**src/hw/rtl/assert_macros.svh**
```systemverilog
// Assertion macros shared by the RTL files.
// Needs clk and rst_n in the scope where a macro is used.
`ifndef ASSERT_MACROS_SVH
`define ASSERT_MACROS_SVH

// Same-cycle implication, checked out of reset.
`define ASSERT_IMP(label, ante, cons) \
  label: assert property (@(posedge clk) disable iff (!rst_n) (ante) |-> (cons)) \
    else $error("assertion failed");

// Next-cycle implication, checked out of reset.
`define ASSERT_NXT(label, ante, cons) \
  label: assert property (@(posedge clk) disable iff (!rst_n) (ante) |=> (cons)) \
    else $error("assertion failed");

`endif

```
**src/hw/rtl/rlee_pkg.sv**
```systemverilog
// Package for the RGB LED effect engine: request and mode codes, defaults,
// and the constant function that builds the breathing wave table.
`timescale 1ns / 1ps
package rlee_pkg;

  localparam int SineTableBitsDef = 8;

  localparam logic [2:0] REQ_TICK   = 3'd0;
  localparam logic [2:0] REQ_STATIC = 3'd1;
  localparam logic [2:0] REQ_FADE   = 3'd2;
  localparam logic [2:0] REQ_BLINK  = 3'd3;
  localparam logic [2:0] REQ_SINE   = 3'd4;
  localparam logic [2:0] REQ_OFF    = 3'd5;

  localparam logic [2:0] MODE_OFF    = 3'd0;
  localparam logic [2:0] MODE_STATIC = 3'd1;
  localparam logic [2:0] MODE_FADE   = 3'd2;
  localparam logic [2:0] MODE_BLINK  = 3'd3;
  localparam logic [2:0] MODE_SINE   = 3'd4;

  localparam longint unsigned HalfPiQ30 = 64'd1686629713;

  typedef logic [7:0] level_t;

  function automatic longint unsigned sin_q30(input longint unsigned x);
    longint unsigned x2;
    longint unsigned term;
    longint signed   sum;
    x2 = (x * x) >> 30;
    term = x;
    sum = longint'(x);
    for (int k = 1; k <= 6; k++) begin
      term = (term * x2) >> 30;
      case (k)
        1: term = term / 64'd6;
        2: term = term / 64'd20;
        3: term = term / 64'd42;
        4: term = term / 64'd72;
        5: term = term / 64'd110;
        default: term = term / 64'd156;
      endcase
      if ((k & 1) == 1) sum = sum - longint'(term);
      else sum = sum + longint'(term);
    end
    if (sum < 0) sum = 0;
    return longint'(sum);
  endfunction

  function automatic level_t wave_value(input int i, input int bits);
    int unsigned     quarter;
    int unsigned     q;
    int unsigned     r;
    int unsigned     p;
    longint unsigned theta;
    longint unsigned m;
    longint unsigned v;
    quarter = 1 << (bits - 2);
    q = i >> (bits - 2);
    r = i & (quarter - 1);
    p = ((q & 1) != 0) ? (quarter - r) : r;
    theta = (longint'(p) * HalfPiQ30) >> (bits - 2);
    m = (sin_q30(theta) + (64'd1 << 22)) >> 23;
    if (q >= 2) v = (m >= 128) ? 64'd0 : (64'd128 - m);
    else v = 64'd128 + m;
    if (v > 255) v = 255;
    return v[7:0];
  endfunction

  function automatic level_t chan(input logic [23:0] c, input logic [1:0] ch);
    case (ch)
      2'd0: return c[23:16];
      2'd1: return c[15:8];
      default: return c[7:0];
    endcase
  endfunction

endpackage

```
**src/hw/rtl/rgb_led_effect_engine.sv**
```systemverilog
// RGB LED effect engine, single module: mode state, tick sequencer, shared
// serial divider and wave table. Depends on rlee_pkg and assert_macros.svh.
//
// Command transfers (static, fade, blink, sine, off) give no result. A tick
// transfer advances the millisecond counter and gives one colour, except in
// static mode. Off and blink ticks go from evaluation to output; sine ticks
// add a phase multiply, then table and channel scaling; a fade tick past its
// span gives the target colour, else each channel takes a multiply step and
// eight bits of the shared one-bit-per-cycle divider. Input stall stays high
// from a tick transfer until its result is taken, or evaluated if static.
`timescale 1ns / 1ps
`include "assert_macros.svh"
module rgb_led_effect_engine import rlee_pkg::*; #(
  parameter int SINE_TABLE_BITS = SineTableBitsDef
) (
  input  logic        clk,
  input  logic        rst_n,
  input  logic        in_valid,
  output logic        in_stall,
  input  logic [2:0]  in_req_type,
  input  logic [7:0]  in_red_in,
  input  logic [7:0]  in_green_in,
  input  logic [7:0]  in_blue_in,
  input  logic [31:0] in_span_ms,
  input  logic [31:0] in_sine_rate,
  input  logic [7:0]  in_step_ms,
  output logic        out_valid,
  input  logic        out_stall,
  output logic [7:0]  out_red_out,
  output logic [7:0]  out_green_out,
  output logic [7:0]  out_blue_out
);

  localparam int TableDepth = 1 << SINE_TABLE_BITS;

  localparam logic [2:0] S_IDLE = 3'd0;
  localparam logic [2:0] S_EVAL = 3'd1;
  localparam logic [2:0] S_MUL  = 3'd2;
  localparam logic [2:0] S_DIV  = 3'd3;
  localparam logic [2:0] S_SINE = 3'd4;
  localparam logic [2:0] S_OUT  = 3'd5;

  logic [2:0]  state_r;
  logic [2:0]  mode_r;
  logic [31:0] time_r;
  logic [23:0] cur_r, from_r, to_r, bcol_r, scol_r;
  logic [31:0] len_r, fbeg_r, bper_r, blast_r, srate_r, sbeg_r;
  logic        blit_r;
  logic [1:0]  ch_r;
  logic [2:0]  cnt_r;
  logic [31:0] rem_r;
  logic [7:0]  low_r;
  logic [7:0]  quo_r;
  logic [31:0] elapsed_r;
  logic [31:0] phase_r;
  logic [7:0]  red_r, green_r, blue_r;

  level_t wave_rom [TableDepth];
  for (genvar gi = 0; gi < TableDepth; gi++) begin : g_rom
    assign wave_rom[gi] = wave_value(gi, SINE_TABLE_BITS);
  end

  logic        accept;
  logic [23:0] in_col;
  logic [31:0] e_fade;
  logic [31:0] e_blink;
  level_t      ch_from, ch_to, delta;
  logic [39:0] prod;
  logic [32:0] trial;
  logic        qbit;
  logic [31:0] rem_nxt;
  logic [7:0]  quo_nxt;
  level_t      fade_val;
  level_t      f_lvl;
  logic [15:0] sr, sg, sb;

  assign accept  = in_valid && !in_stall;
  assign in_col  = {in_red_in, in_green_in, in_blue_in};
  assign e_fade  = time_r - fbeg_r;
  assign e_blink = time_r - blast_r;
  assign ch_from = chan(from_r, ch_r);
  assign ch_to   = chan(to_r, ch_r);
  assign delta   = (ch_to >= ch_from) ? (ch_to - ch_from) : (ch_from - ch_to);
  assign prod    = {32'd0, delta} * {8'd0, elapsed_r};
  assign trial   = {rem_r, low_r[7]};
  assign qbit    = trial >= {1'b0, len_r};
  assign rem_nxt = qbit ? 32'(trial - {1'b0, len_r}) : trial[31:0];
  assign quo_nxt = {quo_r[6:0], qbit};
  assign fade_val = (ch_to >= ch_from) ? (ch_from + quo_nxt) : (ch_from - quo_nxt);
  assign f_lvl   = wave_rom[phase_r[31 -: SINE_TABLE_BITS]];
  assign sr      = scol_r[23:16] * f_lvl;
  assign sg      = scol_r[15:8] * f_lvl;
  assign sb      = scol_r[7:0] * f_lvl;

  assign in_stall      = (state_r != S_IDLE);
  assign out_valid     = (state_r == S_OUT);
  assign out_red_out   = red_r;
  assign out_green_out = green_r;
  assign out_blue_out  = blue_r;

  always_ff @(posedge clk) begin
    if (!rst_n) begin
      state_r <= S_IDLE;
      mode_r <= MODE_OFF;
      time_r <= '0;
      cur_r <= '0;
      from_r <= '0;
      to_r <= '0;
      len_r <= '0;
      fbeg_r <= '0;
      bcol_r <= '0;
      bper_r <= '0;
      blit_r <= 1'b0;
      blast_r <= '0;
      scol_r <= '0;
      srate_r <= '0;
      sbeg_r <= '0;
      ch_r <= '0;
      cnt_r <= '0;
      rem_r <= '0;
      low_r <= '0;
      quo_r <= '0;
      elapsed_r <= '0;
      phase_r <= '0;
      red_r <= '0;
      green_r <= '0;
      blue_r <= '0;
    end else begin
      case (state_r)
        S_IDLE: begin
          if (accept) begin
            case (in_req_type)
              REQ_TICK: begin
                time_r <= time_r + {24'd0, in_step_ms};
                state_r <= S_EVAL;
              end
              REQ_STATIC: begin
                mode_r <= MODE_STATIC;
                cur_r <= in_col;
              end
              REQ_FADE: begin
                mode_r <= MODE_FADE;
                from_r <= cur_r;
                to_r <= in_col;
                len_r <= in_span_ms;
                fbeg_r <= time_r;
              end
              REQ_BLINK: begin
                mode_r <= MODE_BLINK;
                bcol_r <= in_col;
                bper_r <= in_span_ms;
                blit_r <= 1'b0;
                blast_r <= time_r;
              end
              REQ_SINE: begin
                mode_r <= MODE_SINE;
                scol_r <= in_col;
                srate_r <= in_sine_rate;
                sbeg_r <= time_r;
              end
              REQ_OFF: begin
                mode_r <= MODE_OFF;
                cur_r <= '0;
              end
              default: ;
            endcase
          end
        end
        S_EVAL: begin
          case (mode_r)
            MODE_OFF: begin
              {red_r, green_r, blue_r} <= '0;
              state_r <= S_OUT;
            end
            MODE_FADE: begin
              if (e_fade >= len_r) begin
                cur_r <= to_r;
                mode_r <= MODE_STATIC;
                {red_r, green_r, blue_r} <= to_r;
                state_r <= S_OUT;
              end else begin
                elapsed_r <= e_fade;
                ch_r <= '0;
                state_r <= S_MUL;
              end
            end
            MODE_BLINK: begin
              if (e_blink >= bper_r) begin
                blit_r <= !blit_r;
                blast_r <= time_r;
                {red_r, green_r, blue_r} <= blit_r ? 24'd0 : bcol_r;
              end else begin
                {red_r, green_r, blue_r} <= blit_r ? bcol_r : 24'd0;
              end
              state_r <= S_OUT;
            end
            MODE_SINE: begin
              phase_r <= 32'((time_r - sbeg_r) * srate_r);
              state_r <= S_SINE;
            end
            default: state_r <= S_IDLE;
          endcase
        end
        S_MUL: begin
          rem_r <= prod[39:8];
          low_r <= prod[7:0];
          quo_r <= '0;
          cnt_r <= '0;
          state_r <= S_DIV;
        end
        S_DIV: begin
          rem_r <= rem_nxt;
          low_r <= {low_r[6:0], 1'b0};
          quo_r <= quo_nxt;
          cnt_r <= cnt_r + 3'd1;
          if (cnt_r == 3'd7) begin
            case (ch_r)
              2'd0: begin
                red_r <= fade_val;
                ch_r <= 2'd1;
                state_r <= S_MUL;
              end
              2'd1: begin
                green_r <= fade_val;
                ch_r <= 2'd2;
                state_r <= S_MUL;
              end
              default: begin
                blue_r <= fade_val;
                cur_r <= {red_r, green_r, fade_val};
                state_r <= S_OUT;
              end
            endcase
          end
        end
        S_SINE: begin
          red_r <= sr[15:8];
          green_r <= sg[15:8];
          blue_r <= sb[15:8];
          state_r <= S_OUT;
        end
        S_OUT: begin
          if (!out_stall) state_r <= S_IDLE;
        end
        default: state_r <= S_IDLE;
      endcase
    end
  end

  `ASSERT_IMP(a_out_blocks_in, out_valid, in_stall)
  `ASSERT_NXT(a_cmd_no_result, accept && (in_req_type != REQ_TICK), !out_valid)
  `ASSERT_NXT(a_hold_result, out_valid && out_stall,
              out_valid && $stable({red_r, green_r, blue_r}))

endmodule
```
**config.mk**
```make
export PLATFORM = sky130hd
export DESIGN_NAME = rgb_led_effect_engine
export DESIGN_NICKNAME = d
export VERILOG_FILES = /design/src/hw/rtl/rlee_pkg.sv /design/src/hw/rtl/rgb_led_effect_engine.sv
export VERILOG_INCLUDE_DIRS = /design/src /design/src/hw/rtl
export SDC_FILE = /design/constraint.sdc
export NUM_CORES = 2
export LEC_CHECK = 0
export ABC_AREA = 1
export ABC_CLOCK_PERIOD_IN_PS = 13300
export BUFFER_PORTS_ARGS = -buffer_cell sky130_fd_sc_hd__buf_2
export CELL_PAD_IN_SITES_DETAIL_PLACEMENT = 0
export CELL_PAD_IN_SITES_GLOBAL_PLACEMENT = 2
export CORE_UTILIZATION = 31
export CTS_BUF_LIST = sky130_fd_sc_hd__clkbuf_8
export CTS_CLUSTER_SIZE = 24
export DETAILED_ROUTE_END_ITERATION = 6
export PLACE_DENSITY_LB_ADDON = 0.1
export SLEW_MARGIN = 20
export SYNTH_ARGS = -nofsm -noshare
export SYNTH_HDL_FRONTEND = slang
export SYNTH_SLANG_ARGS = --single-unit
```
**constraint.sdc**
```tcl
create_clock -name clk -period 13.3 [get_ports clk]
set_input_delay 1.33 -clock clk [delete_from_list [all_inputs] [get_ports clk]]
set_output_delay 1.33 -clock clk [all_outputs]
set_load 0.03 [all_outputs]
```
# Yosys cells after proc, flatten, opt, wreduce, memory -nomap -nowiden

Memory sizes are Yosys's and may differ from the RTL's.
Cells that the tools add are included.
Widths: inputs -> output; s select.

ROM bits: 2048
Word-level logic and storage cells: 176
Output and inout port bits: 26
Memories: 1
Flip-flop bits (word level): 491

Bitwise operators: 2
Eq/ne operators: 33
Multiply operators: 5
Reduce and logical (&&, ||, !) cells: 29
Multiplexer cells: 66
Add/sub/neg operators: 10
$lt $le $gt $ge: 5

Memories:

| memory          | depth | width | rd ports | clocked after Yosys merged registers in | wr ports | line                        | text |
|---|---|---|---|---|---|---|---|
| (no name shown) | 256   | 8     | 1        | 0                                       | 0        | rgb_led_effect_engine.sv:90 | `assign f_lvl = wave_rom[phase_r[31 -: SINE_TABLE_BITS]];` |

Operators by type and width:

| cell               | number |
|---|---|
| $mux 24            | 7 |
| $mux 32            | 5 |
| $pmux 8 s3         | 6 |
| $mux 8             | 16 |
| $pmux 32 s2        | 2 |
| $sub 32x32->32     | 4 |
| $pmux 24 s3        | 1 |
| $ge 32x32->1       | 2 |
| $mul 8x8->16       | 3 |
| $pmux 24 s2        | 1 |
| $pmux 8 s2         | 3 |
| $mul 8x32->40      | 1 |
| $ge 33x32->1       | 1 |
| $add 32x8->32      | 1 |
| $mul 32x32->32     | 1 |
| $reduce_and 5->1   | 6 |
| $mux 3             | 9 |
| $sub 8x8->8        | 3 |
| $ne 2x2->1 const B | 10 |
| $eq 3x2->1 const B | 6 |
| $eq 3x3->1 const B | 6 |
| $pmux 3 s6         | 1 |
| $pmux 3 s5         | 1 |
| $reduce_and 3->1   | 5 |
| 30 further kinds   | 49 |

# Logic depth before layout (Yosys ltp)

Depth in word-level cells: 7
Depth in mapped cells: 52

# Least setup slack after synthesis

OpenSTA, ideal clock, no wires.

Path type: register -> register
Start point: register time_r[1]
End point: register phase_r[31]
Library setup time: 0.117 ns
Arrival time: 8.262 ns
Required time: 13.183 ns
Period minus slack after synthesis: 8.379 ns
Setup slack: 4.921 ns
Stages on the path, launching flop included: 43
Buffers on the path: 1
Cells stage by stage: dfxtp_1 -> inv_1 -> fa_1 -> inv_1 -> nand3_1 -> nand2_1 -> nand3_1 -> nand3_2 -> nand2_2 -> nand2_2 -> nand2_1 -> nand2_1 -> clkbuf_1 -> nor2_1 -> fa_1 -> inv_1 -> fa_1 -> fa_1 -> [7 not listed] -> fa_1 -> ha_1 -> a21o_1 -> o21ai_0 -> a21oi_1 -> a2111oi_0 -> a21o_1 -> nand2_1 -> nand2_1 -> nand3b_1 -> nand2_1 -> nand3_1 -> nand2_1 -> nand3_1 -> nand3_1 -> nand2_1 -> nor2_1 -> nor2_1

Longest elaborated chain between the ends: 2

Ends and longest elaborated chain:

| item                   | line                         | text |
|---|---|---|
| from (decl)            | rgb_led_effect_engine.sv:45  | `logic [31:0] time_r;` |
| from (signal assigned) | rgb_led_effect_engine.sv:134 | `time_r <= time_r + {24'd0, in_step_ms};` |
| $sub 32x32->32         | rgb_led_effect_engine.sv:198 | `phase_r <= 32'((time_r - sbeg_r) * srate_r);` |
| $mul 32x32->32         | rgb_led_effect_engine.sv:198 |  |
| to (signal assigned)   | rgb_led_effect_engine.sv:198 |  |
| to (decl)              | rgb_led_effect_engine.sv:55  | `logic [31:0] phase_r;` |

No other way between the ends.
A chain may end at the register's enable or synchronous reset.

# Worst setup path after layout

Same ends and word-level chain as after synthesis.

==> out/qor.yml <==
yosys:
  synth_xor_area_share_pct: 2.45
  synth_top_family_by_area: "adder cells"
  synth_edf_count: 0
  syn_nets: 9191
  synth_compound_area_share_pct: 15.4
  syn_area_per_cell_um2: 7.31
  yosys.area_share.simple_pct: 18.8
  yosysWarningCount: 0
  synthCells: 7873
  netlist_area_um2: 57600
  synthAdderAreaFrac_pct: 35.5
  async_flop_share_pct: 0
  ys_ff_latch: 467
  synth.mux.area_fraction_pct: 0.0174
  synth-main-ff-cell: "dfxtp_1"
  yosysUniqueCellTypes: 71
  synth.yosys.seq_area_share_pct: 16.2
worst_setup_path:
  ff2ff_setup_slack_ps: 3270
  crit_fanout: 11
  startpoint_type: "flip-flop"
  regToRegEndpoint: "phase_r[31]"
  critical_path_class: "flip-flop to flip-flop"
  r2r_cells: 42
  crit_path_frequent_cell: "inv_1"
  cpPeakStageDelay_ps: 680
  arrival_ps: 10730
  cp.required_ps: 14000
  crit_buf_inv: 11
  cpMaxStageDelayCell: "inv_1"
  crit_family: "adder cells"
  worst_setup_path_end_kind: "flip-flop"
  r2r-start: "time_r[1]"
timing:
  setup_viol: 0
  fin_skew_ps: 63.2
  min_period_ps: 10030
  fin_hold_ws_ps: 454
  min_period_over_period_pct: 75.4
  tightest_slew_ps: 1140
  timing_hold_violations_final: 0
  setup_tns_ps: 0
  final.setup.worst_slack_ps: 3270
  slew_headroom_pct: 23.8
  rsz0062_at_grt: "false"
  slew_violations: 0
  timing.fmax_mhz: 99.7
pwr:
  power_density_nw_per_um2: 92.8
  p_total_uw: 5880
  vdd_drop_max_mv: 0.102
  total_leakage_power_uw: 0.0300
clocking:
  clock_latency_ps: 860
  post_cts_resized: 0
  cts_buffer_depth: 3
  cts_hold_buffers: 0
  cts_tree: "done"
  cts.sinks: 467
  path_clk_slew_ps: 60
  h-tree-depth: 3
  post_cts_buffers: 0
  cts-root-buf: "clkbuf_8"
  cts_buffers: 103
die:
  rows: 157
  die-area_um2: 187000
  fp.dieH_um: 433
  dieWidth_um: 433
  core_area_um2: 184000
  start_util_pct: 31.3
  ios: 129
run_status:
  status: "finished clean"
min_path:
  holdPathStages: 2
  hold_class: "flip-flop to flip-flop"
  hp-start: "bcol_r[23]"
  hold_end: "bcol_r[23]"
finish:
  area_growth_pct: 10.0
  n_fill_cell: 20000
  layout.nets: 9219
  layout_commonest_cell: "inv_1"
  final_cell_mix: "inv_1 (1434), nand2_1 (1326), nor2_1 (904)"
  layout-drive-gt1-share_pct: 6.47
place:
  gp_congestion: 0.881
  dp_hpwl_mm: 182
  numPortBuffers: 128
  dp_slack_ps: 3290
routing:
  post_drt_wl_per_cell_um: 22.1
  dr.pass1.iters: 7
  first_iter_violations: 3323
  drcViolationCount: 0
  ant_nets: 0
  via_count: 52000
  wl_mm: 231
  via_per_inst: 4.98
grt:
  first_global_vias: 52400
  grt_max_degree: 162
  antenna_found_initial: 7
  grt_overflow: 0
  grt_util_all_layers_pct: 24.8
  grt_pass1_wl_mm: 347
run:
  drv_cap: 0
kinds of logic after synthesis:
kind of cell             after synthesis
AND/OR/NAND/NOR                     2666
AO/OA/AOI/OAI                       1611
multiplexers                           1
buffers and inverters               1757
adder cells (fa/ha/maj)             1215
flip-flops                           467
XOR/XNOR                             156
worst min-delay path: stages, from the launching register on:
cell and delay, ps:
dfxtp_1 310, inv_1 50, a21oi_1 50
metrics by stage:
step	utilization (%)	area, µm²	std cells
floorplan	-	57600	7873
global placement	33.1	60900	10300
CTS	34.5	63300	10400
finish	34.5	63400	10500
detailed placement	33.1	60900	10300
global route	34.5	63400	10500
report_power, final:
group	total, µW	switching (µW)	internal, µW	leakage [µW]
logic	2450	1720	732	0.0249
clock network	1930	807	1120	0.00131
registers	1500	45.8	1460	0.00379
total	5880	2570	3310	0.0300
Yosys cell counts (21+ instances only):
cell      instances  area share [%]
a211oi_1         31            0.40
o21a_1           28            0.37
clkbuf_1        263             1.7
fa_1            700              24
xor2_1           88             1.3
nor3_1           57            0.50
dfxtp_1         467              16
a31oi_1          67            0.73
nor2_1          909             5.9
clkinv_1         21            0.14
inv_2            25            0.16
nand3_1         219             1.9
nand3b_1         22            0.29
nand2_1        1328             8.7
buf_1            22            0.14
inv_1          1414             9.2
xnor2_1          62            0.94
ha_1            515              11
o211ai_1         35            0.46
a21oi_1         692             6.0
nand2_2          22            0.24
o21ai_0         581             5.0
o22ai_1          23            0.25
nand4_1          42            0.46
metal layers:
layer | global-route usage (%) | vias to the layer above | share of wire (%)
li1 | - | 25000 | -
met3 | 2.98 | 247 | 4.1
met2 | 40.4 | 1080 | 46
met4 | 6.29 | 2 | 2.5
met1 | 34.6 | 25700 | 47
met5 | 0 | - | 0.0030
flip-flops by register name, summed over array words and instances (netlist names), 32 cells and up:
register   count
blast_r       32
bper_r        32
elapsed_r     32
fbeg_r        32
len_r         32
rem_r         32
sbeg_r        32
srate_r       32
time_r        32
cell type report:
class                      instances  area [µm²]  share of cell area (%)
multi-input combinational       5649       41700                    65.8
sequential                       467        9350                    14.8
inverter                        1461        5490                    8.67
tap                             2464        3080                    4.87
clock buffer                     131        1800                    2.85
timing repair buffer             219        1350                    2.12
clock inverter                    58         596                   0.940
antenna                            6        15.0                  0.0237
how the worst max path moves through the flow:
stage | start | endpoint | slack, ps | depth (start not counted)
CTS | time_r[1] | phase_r[31] | 3250 | 41
floorplan | time_r[1] | phase_r[31] | 4920 | 42
detailed placement | time_r[1] | phase_r[31] | 3290 | 41
global placement | time_r[1] | phase_r[31] | 3230 | 45
global route | time_r[1] | phase_r[31] | 2490 | 41
finish | time_r[1] | phase_r[31] | 3270 | 42
Note: power is estimated with default switching activity, not from simulation.
